<file path="config.mk">
export PLATFORM = sky130hd
export DESIGN_NAME = fspa_ctrl
export DESIGN_NICKNAME = d
export VERILOG_FILES = /design/src/rtl/fspa_pkg.sv /design/src/rtl/fspa_ctrl.sv
export VERILOG_INCLUDE_DIRS = /design/src /design/src/rtl
export SDC_FILE = /design/constraint.sdc
export NUM_CORES = 1
export LEC_CHECK = 0
export BUFFER_PORTS_ARGS = -buffer_cell sky130_fd_sc_hd__buf_2
export CORE_AREA = 2 2 39 41
export CTS_CLUSTER_SIZE = 24
export DETAILED_ROUTE_END_ITERATION = 8
export DIE_AREA = 0 0 41 43
export SKIP_LAST_GASP = 1
export SLEW_MARGIN = 20
export SYNTH_ARGS = -nofsm -noshare
export SYNTH_HDL_FRONTEND = slang
export SYNTH_SLANG_ARGS = --single-unit
</file>
<file path="constraint.sdc">
create_clock -name clk -period 0.8 [get_ports clk]
set_input_delay 0.16 -clock clk [delete_from_list [all_inputs] [get_ports clk]]
set_output_delay 0.16 -clock clk [all_outputs]
set_load 0.01 [all_outputs]
</file>
<file path="src/rtl/fixed_size_pool_allocator_top_macros.svh">
// Assertion helpers shared by the allocator modules.
`ifndef FIXED_SIZE_POOL_ALLOCATOR_TOP_MACROS_SVH
`define FIXED_SIZE_POOL_ALLOCATOR_TOP_MACROS_SVH

// Same-cycle implication, checked outside reset.
`define FSPA_ASSERT_SAME(lbl, ante, cons, msg) \
  lbl: assert property (@(posedge clk) disable iff (!rst_n) (ante) |-> (cons)) \
    else $error(msg);

// Next-cycle implication, checked outside reset.
`define FSPA_ASSERT_NEXT(lbl, ante, cons, msg) \
  lbl: assert property (@(posedge clk) disable iff (!rst_n) (ante) |=> (cons)) \
    else $error(msg);

`endif

</file>
<file path="src/rtl/fspa_pkg.sv">
`default_nettype none
package fspa_pkg;

  localparam int MAX_CHUNKS_DEF = 8;
  localparam int FREE_DEPTH_DEF = 256;

  localparam int OFF_W   = 29;
  localparam int CHUNK_W = 3;
  localparam int ST_W    = 3;
  localparam int FCE_W   = 11;
  localparam int EB_W    = 13;
  localparam int RSIZE_W = 14;
  localparam int PROD_W  = FCE_W + RSIZE_W;
  localparam int ACT_W   = 4;
  localparam int CAP_W   = OFF_W + 1;
  localparam int PADDR_W = 3;
  localparam int PDATA_W = 32;

  localparam logic [CAP_W-1:0] OFF_SPAN = CAP_W'(1) << OFF_W;

  localparam logic [FCE_W-1:0] FCE_RST = FCE_W'(8);
  localparam logic [EB_W-1:0]  EB_RST  = EB_W'(8);

  // Register indexes, taken from paddr[2].
  localparam logic REG_FCE = 1'b0;
  localparam logic REG_EB  = 1'b1;

  localparam logic [ST_W-1:0] ST_GRANTED   = 3'd0;
  localparam logic [ST_W-1:0] ST_EXHAUSTED = 3'd1;
  localparam logic [ST_W-1:0] ST_RECYCLED  = 3'd2;
  localparam logic [ST_W-1:0] ST_NULL      = 3'd3;
  localparam logic [ST_W-1:0] ST_OVERFLOW  = 3'd4;

  typedef struct packed {
    logic load;
    logic exec;
    logic send;
  } cmd_t;

endpackage
`default_nettype wire

</file>
<file path="src/rtl/fspa_ctrl.sv">
`default_nettype none
`include "fixed_size_pool_allocator_top_macros.svh"
module fspa_ctrl
  import fspa_pkg::*;
(
  input  wire logic clk,
  input  wire logic rst_n,
  input  wire logic in_valid,
  output logic      in_ready,
  input  wire logic out_free,
  output cmd_t      cmd
);

  typedef enum logic [1:0] {S_IDLE, S_EXEC, S_SEND} state_t;

  state_t state_r, state_nxt;
  logic   in_ready_r;

  assign in_ready = in_ready_r;

  always_comb begin
    cmd.load  = in_valid && in_ready_r;
    cmd.exec  = (state_r == S_EXEC);
    cmd.send  = (state_r == S_SEND) && out_free;
    state_nxt = state_r;
    case (state_r)
      S_IDLE: begin
        if (cmd.load) state_nxt = S_EXEC;
      end
      S_EXEC: begin
        state_nxt = S_SEND;
      end
      S_SEND: begin
        if (out_free) state_nxt = S_IDLE;
      end
      default: begin
        state_nxt = S_IDLE;
      end
    endcase
  end

  always_ff @(posedge clk) begin
    if (!rst_n) begin
      state_r    <= S_IDLE;
      in_ready_r <= 1'b0;
    end else begin
      state_r    <= state_nxt;
      in_ready_r <= (state_nxt == S_IDLE);
    end
  end

  `FSPA_ASSERT_SAME(a_ready_idle, in_ready_r, state_r == S_IDLE, "ready outside idle")
  `FSPA_ASSERT_NEXT(a_load_exec, cmd.load, state_r == S_EXEC, "transaction not executed")

endmodule
`default_nettype wire

</file>
=== After elaboration in Yosys (flattened, before gate mapping) ===
Index checks and enable logic that the tools add are counted.
Widths: inputs -> output; s select.

* Add/sub/neg operators: 0
* $mul: 0
* Divide/modulo/power cells: 0
* Magnitude comparators: 0
* Eq/ne operators: 2
* Shift operators: 0
* Mux-type cells: 3
* Bitwise gates (word level): 0
* Reduce and logical (&&, ||, !) cells: 4

{| class="wikitable"
|+ Operators by type and width
! kind !! count
|-
| $pmux 2 s3 || 1
|-
| $logic_not 2->1 || 2
|-
| $mux 2 || 2
|-
| $eq 2x1->1 const B || 1
|-
| $eq 2x2->1 const B || 1
|-
| $logic_and 1x1->1 || 2
|}

* Bits in registers: 3
* Bits in latches: 0
* Bits in writable memories: 0
* Bits in read-only memories: 0
* Bits of input ports: 4
* Output and inout bits: 4
* Logic and storage cells: 11
* Memories kept: 0

=== Depth between registers and ports, before layout ===
Gate-level depths: netlist of run 1.

* Word-level depth: 4
* Mapped depth: 2
* Mapped depth without buffers: 2

=== Worst setup path after synthesis of run 1 ===
No wires, ideal clock.

* Kind: register to register
* Start point: reg state_r[0]
* End point: reg state_r[1]
* Setup time: 0.115 ns
* Arrival time: 0.663 ns
* Required time: 0.685 ns
* Path slack: 0.022 ns
* Stages on the path, launching flop included: 3
* Path buffers: 0
* Clock period less this slack: 0.778 ns
* Cell sequence: dfxtp_1 nor2b_2 o21a_1

{| class="wikitable"
|+ RTL lines
! what !! line !! text
|-
| start, declared || fspa_ctrl.sv:16 || <nowiki>state_t state_r, state_nxt;</nowiki>
|-
| start signal, assigned || fspa_ctrl.sv:47 || <nowiki>state_r <= state_nxt;</nowiki>
|}

==> metrics.md, run 1 <==
| Metric | Value |
|---|---|
| Post-Place Cells | `36` |
| Final wirelength | `367 um` |
| DRT iter0 DRCs | `1` |
| Seq/Total Area, Yosys | `between 40% and 50%` |
| Max VDD drop | `0.3821 mV` |
| Vias per std cell | `about 3.4` |
| Initial antenna violation count | `0` |
| CTS sink cnt | `3` |
| Fmax | `between 0.9 and 1 GHz` |
| Slew HR | `89.52%` |
| Synth warn | `0` |
| Worst skew pair latency | `~0.23 ns` |
| Grt total ovfl | `0` |
| Non-filler cells in the finished layout | `45` |
| Total of max-cap violations | `0` |
| Fin. max-slew vios | `0` |
| Worst slack at placement | `-0.04277 ns` |
| Per-cell routed wire length | `about 8.2 um` |
| Initial Util | `9.403%` |
| Total GRT Usage | `under 10%` |
| Slowest cell on the critical path | `dfxtp_2` |
| DR pass1 iterations | `2` |
| Post-DRT Antenna Nets | `0` |
| Synth Cell Area | `130.1 sq um` |
| Period utilisation layout | `126.6%` |
| Sw power | `0.1135 mW` |
| Largest net degree at the start of global routing | `5` |
| Setup CP Type | `flop to primary output` |
| CP arrival | `~0.85 ns` |
| RSZ-0062 raised after global routing | `true` |
| HP Class | `input pin to flop` |
| Final hold vios | `0` |
| Syn nets | `17` |
| Comb pwr share | `a little under a fifth` |
| Number of global-route vias before repair | `152` |
| Crit-path cells | `and3b_1 > buf_2` |
| DR vias | `~160` |
| Final Power | `0.5272 mW` |
| TritonCTS Buffers | `3` |
| Clock-pin slew on the worst setup and hold paths | `0.04 ns` |
| Worst Slack Setup Final | `-0.2128 ns` |
| Sequential share of power | `32.3%` |
| Tmin final | `1.013 ns` |
| Standard-cell rows | `14` |
| Die H | `43 um` |
| Cell variety after synth | `11` |
| Cells after synthesis | `13` |
| Outcome | `finished with violations` |
| Hold slack final | `0.1657 ns` |
| Clock share of power | `48.7%` |
| Worst-Margin Slew | `0.1556 ns` |
| Failing checks | `negative setup slack` |
| Slowest stage delay, CP | `roughly 0.32 ns` |
| Setup TNS | `-0.8876 ns` |
| IO Pins | `8` |
| Internal power | `about 0.41 mW` |
| Startpoint Class | `flop` |
| First-pass GRT wire length | `~530 um` |
| Die Area | `1763 sq um` |
| Worst Path Required | `roughly 0.64 ns` |
| Layout cell share with drive strength beyond 1 | `72.41%` |
| Port bufs | `7` |
| Nets | `34` |
| Sw frac | `approximately 22%` |
| Post-Syn Area per Cell | `10.01 sq um` |
| P per Cell Area | `1816 nW/um^2` |
| CTS tree | `built` |
| Max Root-Sink Buffers | `2` |
| Die W | `41 um` |
| Core area | `between 1000 and 1500 sq um` |
| N_diodes | `0` |
| Clock Skew | `0.001710 ns` |
| Root cell of the clock tree | `clkbuf_4` |
| Synthesis-to-finish area growth | `123.1%` |
| CTS Hold Buffers Added | `0` |
| Leak | `around 0.14 nW` |
| Synthesized flop and latch total | `3` |
| Cell family with most CP delay | `flip-flops` |
| CP Max Fanout | `4` |
| Final Wtd Congestion | `between 0.5 and 0.6` |
| Crit end category | `primary output` |
| Drt drc | `0` |
| Final setup vio count | `6` |
| Crit path buf inv count | `1` |
| CTS H-Tree Depth | `1` |
registers in the layout (all words and copies together) (netlist names):
signal	flops
in_ready	1
state_r	2
synth_stat cells, drive strengths merged:
master	count	share of area [%]
dfxtp	3	46
a211o	1	6.7
a21boi	1	5.8
and2	1	4.8
and3b	1	6.7
nand3	1	3.8
nor2b	1	6.7
nor3	1	3.8
nor3b	1	5.8
o21a	1	5.8
o21ai	1	3.8
stage by stage:
step                      util [%]  instance area, sq um
final                        20.98                 290.3
after global routing         20.98                 290.3
after CTS                    17.63                 244.0
after detailed placement     13.38                 185.2
after global placement       13.38                 185.2
after floorplan                  -                 130.1
cell families (layout without fill, tap and decap cells):
| kind of cell | after synthesis | after routing | share of synthesized area [%] |
|---|---|---|---|
| AO/OA/AOI/OAI | 4 | 4 | 22.12 |
| buffers and inverters | 0 | 16 | 0 |
| flip-flops | 3 | 3 | 46.16 |
| AND/OR/NAND/NOR | 6 | 6 | 31.73 |
placed cells by master (no fill, tap or decap), drive strengths merged:
| cell type | synthesis | routed |
|---|---|---|
| buf | 0 | 12 |
| clkbuf | 0 | 4 |
| dfxtp | 3 | 3 |
| nor2b | 1 | 1 |
| and2 | 1 | 1 |
| and3b | 1 | 1 |
| nand3 | 1 | 1 |
| nor3 | 1 | 1 |
| nor3b | 1 | 1 |
| o21a | 1 | 1 |
| a211o | 1 | 1 |
| o21ai | 1 | 1 |
| a21boi | 1 | 1 |
cell type report:
type | instances | area (sq um)
Sequential cell | 3 | 63.81
Timing Repair Buffer | 12 | 96.34
Tap cell | 16 | 20.02
Clock buffer | 4 | 26.28
Multi-Input combinational cell | 10 | 83.83
Fill cell | 153 | 1094
power by group through the flow:
stage	Sequential, mW	Combinational [mW]	Clock, mW
2_1_floorplan	0.173	0.0230	0
3_3_place_gp	0.172	0.0499	0
3_5_place_dp	0.172	0.0496	0
4_1_cts	0.170	0.0715	0.272
5_1_grt	0.171	0.108	0.290
6_report	0.171	0.100	0.257
path summary, 6_finish.rpt:
check | from | endpoint | slack [ns] | cells after the start
worst min register to register | state_r[1] | state_r[0] | 0.53 | 2
worst max-delay path | state_r[0] | cmd[0] | -0.21 | 2
worst max register to register | state_r[0] | in_ready | -0.18 | 4
worst min-delay path | rst_n | state_r[1] | 0.17 | 2
routing by layer:
metal,track usage (%),up-vias,share of wire [%]
li1,-,81,-
met1,3.205,69,32
met2,6.875,5,56
met3,5.236,0,12
met4,8.000,0,0
met5,0,-,0
timing repair:
| action | 4_1_cts | 5_1_grt |
|---|---|---|
| setup buffers | 3 | 2 |
| pin swaps | 0 | 3 |
| gates resized for setup | 4 | 7 |
| setup endpoints to repair | 4 | 7 |
Note: power is estimated with default switching activity, not from simulation.
==> inputs of run 2 (changes only) <==
--- a/config.mk
+++ b/config.mk
@@ -6,11 +6,13 @@
 export SDC_FILE = /design/constraint.sdc
 export NUM_CORES = 1
 export LEC_CHECK = 0
+export ABC_AREA = 1
 export BUFFER_PORTS_ARGS = -buffer_cell sky130_fd_sc_hd__buf_2
 export CORE_AREA = 2 2 39 41
 export CTS_CLUSTER_SIZE = 24
 export DETAILED_ROUTE_END_ITERATION = 8
 export DIE_AREA = 0 0 41 43
+export REMOVE_ABC_BUFFERS = 1
 export SKIP_LAST_GASP = 1
 export SLEW_MARGIN = 20
 export SYNTH_ARGS = -nofsm -noshare
==> run 2 against run 1 <==
  * The run still ends with negative setup slack left
  * Clock power grew 2%
  * Final area shrank 14%
  * Critical path depth is the same
  * Routed wire length shrank 18%
  * Register-to-register slack gained 0.15 ns
  * Highest routed layer unchanged
  * Non-clock buffer count shrank 3
  * Largest power group unchanged
==> metrics.md, run 2 <==
| Metric | Value |
|---|---|
| Max VDD drop | `0.3439 mV` |
| Slowest cell on the critical path | `dfxtp_2` |
| Min-Delay Startpoint | `rst_n` |
| Crit-path cells | `nor3_2 > buf_2` |
| Slowest stage delay, CP | `0.33 ns` |
| Synth cell count leaders | `inv_1 (6), nand2_1 (5), dfxtp_1 (3), nor2_1 (3)` |
| Layout filler cell count | `163` |
| Synth Cell Area | `between 100 and 150 sq um` |
| Drt drc | `0` |
| Yosys top cell area share | `47.06%` |
| Commonest non-fill, non-tap cell in the layout | `buf_2` |
| Synthesized flop and latch total | `3` |
| Max Root-Sink Buffers | `2` |
| Post-Place Cells | `43` |
| Final wirelength | `302 um` |
| Total of max-cap violations | `0` |
| IO Pins | `8` |
| Non-filler cells in the finished layout | `49` |
| Largest family of logic cells by synthesized area | `simple AND/OR/NAND/NOR gates` |
| FF-to-FF Start | `state_r[0]` |
| Die H | `approximately 43 um` |
| Cell variety after synth | `7` |
| Post-Syn Area per Cell | `6.381 sq um` |
| Root cell of the clock tree | `clkbuf_4` |
| Crit path buf inv count | `1` |
| N_diodes | `0` |
| Slew HR | `92.89%` |
| First-pass GRT wire length | `462 um` |
| Total GRT Usage | `approximately 4.6%` |
| Final Wtd Congestion | `around 0.54` |
| CTS tree | `built` |
| RSZ-0062 raised after global routing | `true` |
| Area share of fa/ha/maj cells after synthesis | `0%` |
| Most frequent cells in the layout | `buf_2 (5), inv_1 (4)` |
| Initial antenna violation count | `0` |
| Critical Path Start | `state_r[0]` |
| Fin. max-slew vios | `0` |
| Cells after synthesis | `20` |
| Layout cell share with drive strength beyond 1 | `about three fifths` |
| Multiplexer share of the synthesized area | `0%` |
| Initial Util | `9.222%` |
| Final setup vio count | `5` |
| DRT iter0 DRCs | `1` |
| Fmax | `0.9880 GHz` |
| CP arrival | `0.85 ns` |
| Seq/Total Area, Yosys | `47.06%` |
| P per Cell Area | `2006 nW/um^2` |
| Cell family with most CP delay | `flip-flops` |
| DR pass1 iterations | `2` |
| Standard-cell rows | `14` |
| Startpoint Class | `flop` |
| CTS sink cnt | `3` |
| Number of global-route vias before repair | `150` |
| Port bufs | `7` |
| HP Class | `input pin to flop` |
| Outcome | `finished with violations` |
| TritonCTS Buffers | `3` |
| Count leader, synth | `inv_1` |
| CP Max Fanout | `3` |
| Clock Skew | `0.001944 ns` |
| Period utilisation layout | `126.5%` |
| Worst Slack Setup Final | `-0.2122 ns` |
| Largest net degree at the start of global routing | `4` |
| Grt total ovfl | `0` |
| Nets | `38` |
| Crit end category | `primary output` |
| Clock-pin slew on the worst setup and hold paths | `0.04 ns` |
| Setup CP Type | `flop to primary output` |
| Ys async rst share | `0%` |
| Worst skew pair latency | `0.23 ns` |
| Vias per std cell | `about 3.3` |
| Top post-synthesis cells by area | `dfxtp_1 (47%), inv_1 (18%), nand2_1 (15%)` |
| Post-synthesis compound-gate area fraction | `3.922%` |
| Number of synthesized flops with an enable pin | `0` |
| Setup TNS | `-0.5536 ns` |
| DR vias | `~160` |
| Tmin final | `1.012 ns` |
| Leak | `0.1404 nW` |
| Post-Synth Simple-Gate Area | `31.37%` |
| Per-cell routed wire length | `6.163 um` |
| Most flops, register | `state_r` |
| Synth area leader | `dfxtp_1` |
| Max reg flops | `2` |
| Top_reg_cell synth | `dfxtp_1` |
| CTS H-Tree Depth | `1` |
| Core area | `approximately 1400 sq um` |
| Die Area | `between 1500 and 2000 sq um` |
| Synth Area in XOR/XNOR | `0%` |
| Worst Path Required | `between 0.6 and 0.7 ns` |
| Worst-Margin Slew | `around 0.11 ns` |
| Post-DRT Antenna Nets | `0` |
| Failing checks | `negative setup slack` |
| Synthesis-to-finish area growth | `96.08%` |
| Final hold vios | `0` |
| Synth warn | `0` |
| R2R Setup Slk | `-0.03 ns` |
| Die W | `between 40 and 50 um` |
## run 2: stage by stage
step / setup slack (ns) / total power, mW / hold slack (ns) / utilization (%) / cell area [sq um]
6_report: -0.2122 / 0.5020 / 0.1644 / 18.08 / 250.2
3_3_place_gp: -0.02748 / 0.2163 / 0.4032 / 13.20 / 182.7
3_5_place_dp: -0.06617 / 0.2179 / 0.4135 / 13.20 / 182.7
2_1_floorplan: -0.02749 / 0.1947 / 0.2807 / - / 127.6
5_1_grt: -0.2655 / 0.5407 / 0.1731 / 18.08 / 250.2
4_1_cts: -0.2274 / 0.5107 / 0.1591 / 17.45 / 241.5
## run 2: final cells by class
type / instances / area (sq um) / area share (%)
Inverter: 6 / 22.52 / 9.000
Timing Repair Buffer: 9 / 62.56 / 25.00
Clock buffer: 4 / 26.28 / 10.50
Tap cell: 16 / 20.02 / 8.000
Sequential cell: 3 / 63.81 / 25.50
Multi-Input combinational cell: 11 / 55.05 / 22.00
## run 2: worst min-delay path, delay by kind of cell
kind	cells	cell delay, ns
buffers and inverters	1	0.11
and+or+nand+nor	2	0.08
## run 2: path summary, 6_finish.rpt
kind | end | cells after the start
worst max register to register | in_ready | 5
worst max-delay path | cmd[0] | 2
worst min register to register | state_r[1] | 2
worst min-delay path | in_ready | 3
## run 2: per-layer routing
layer  up-vias  routed length [um]  global-route usage [%]
met3         0                  20                   4.712
met1        73                 122                   2.875
met5         -                   0                       0
met2         5                 159                   5.938
li1         83                   -                       -
met4         0                   0                   6.000
## run 2: power breakdown
part | switching [mW] | internal [mW]
Sequential | 0.00826 | 0.162
Clock | 0.0742 | 0.187
Combinational | 0.0325 | 0.0384
## run 2: what timing repair did
action / CTS / global route
pin swaps: 1 / 2
resized for setup: 7 / 3
setup buffers: 2 / 0
hold buffers: 0 / 0
setup endpoints to repair: 4 / 7
## run 2: kinds of logic (layout without fill, tap and decap cells)
logic type,Yosys count,in the layout
AO/OA/AOI/OAI,1,1
flip-flops,3,3
buffers and inverters,6,19
AND/OR/NAND/NOR,10,10
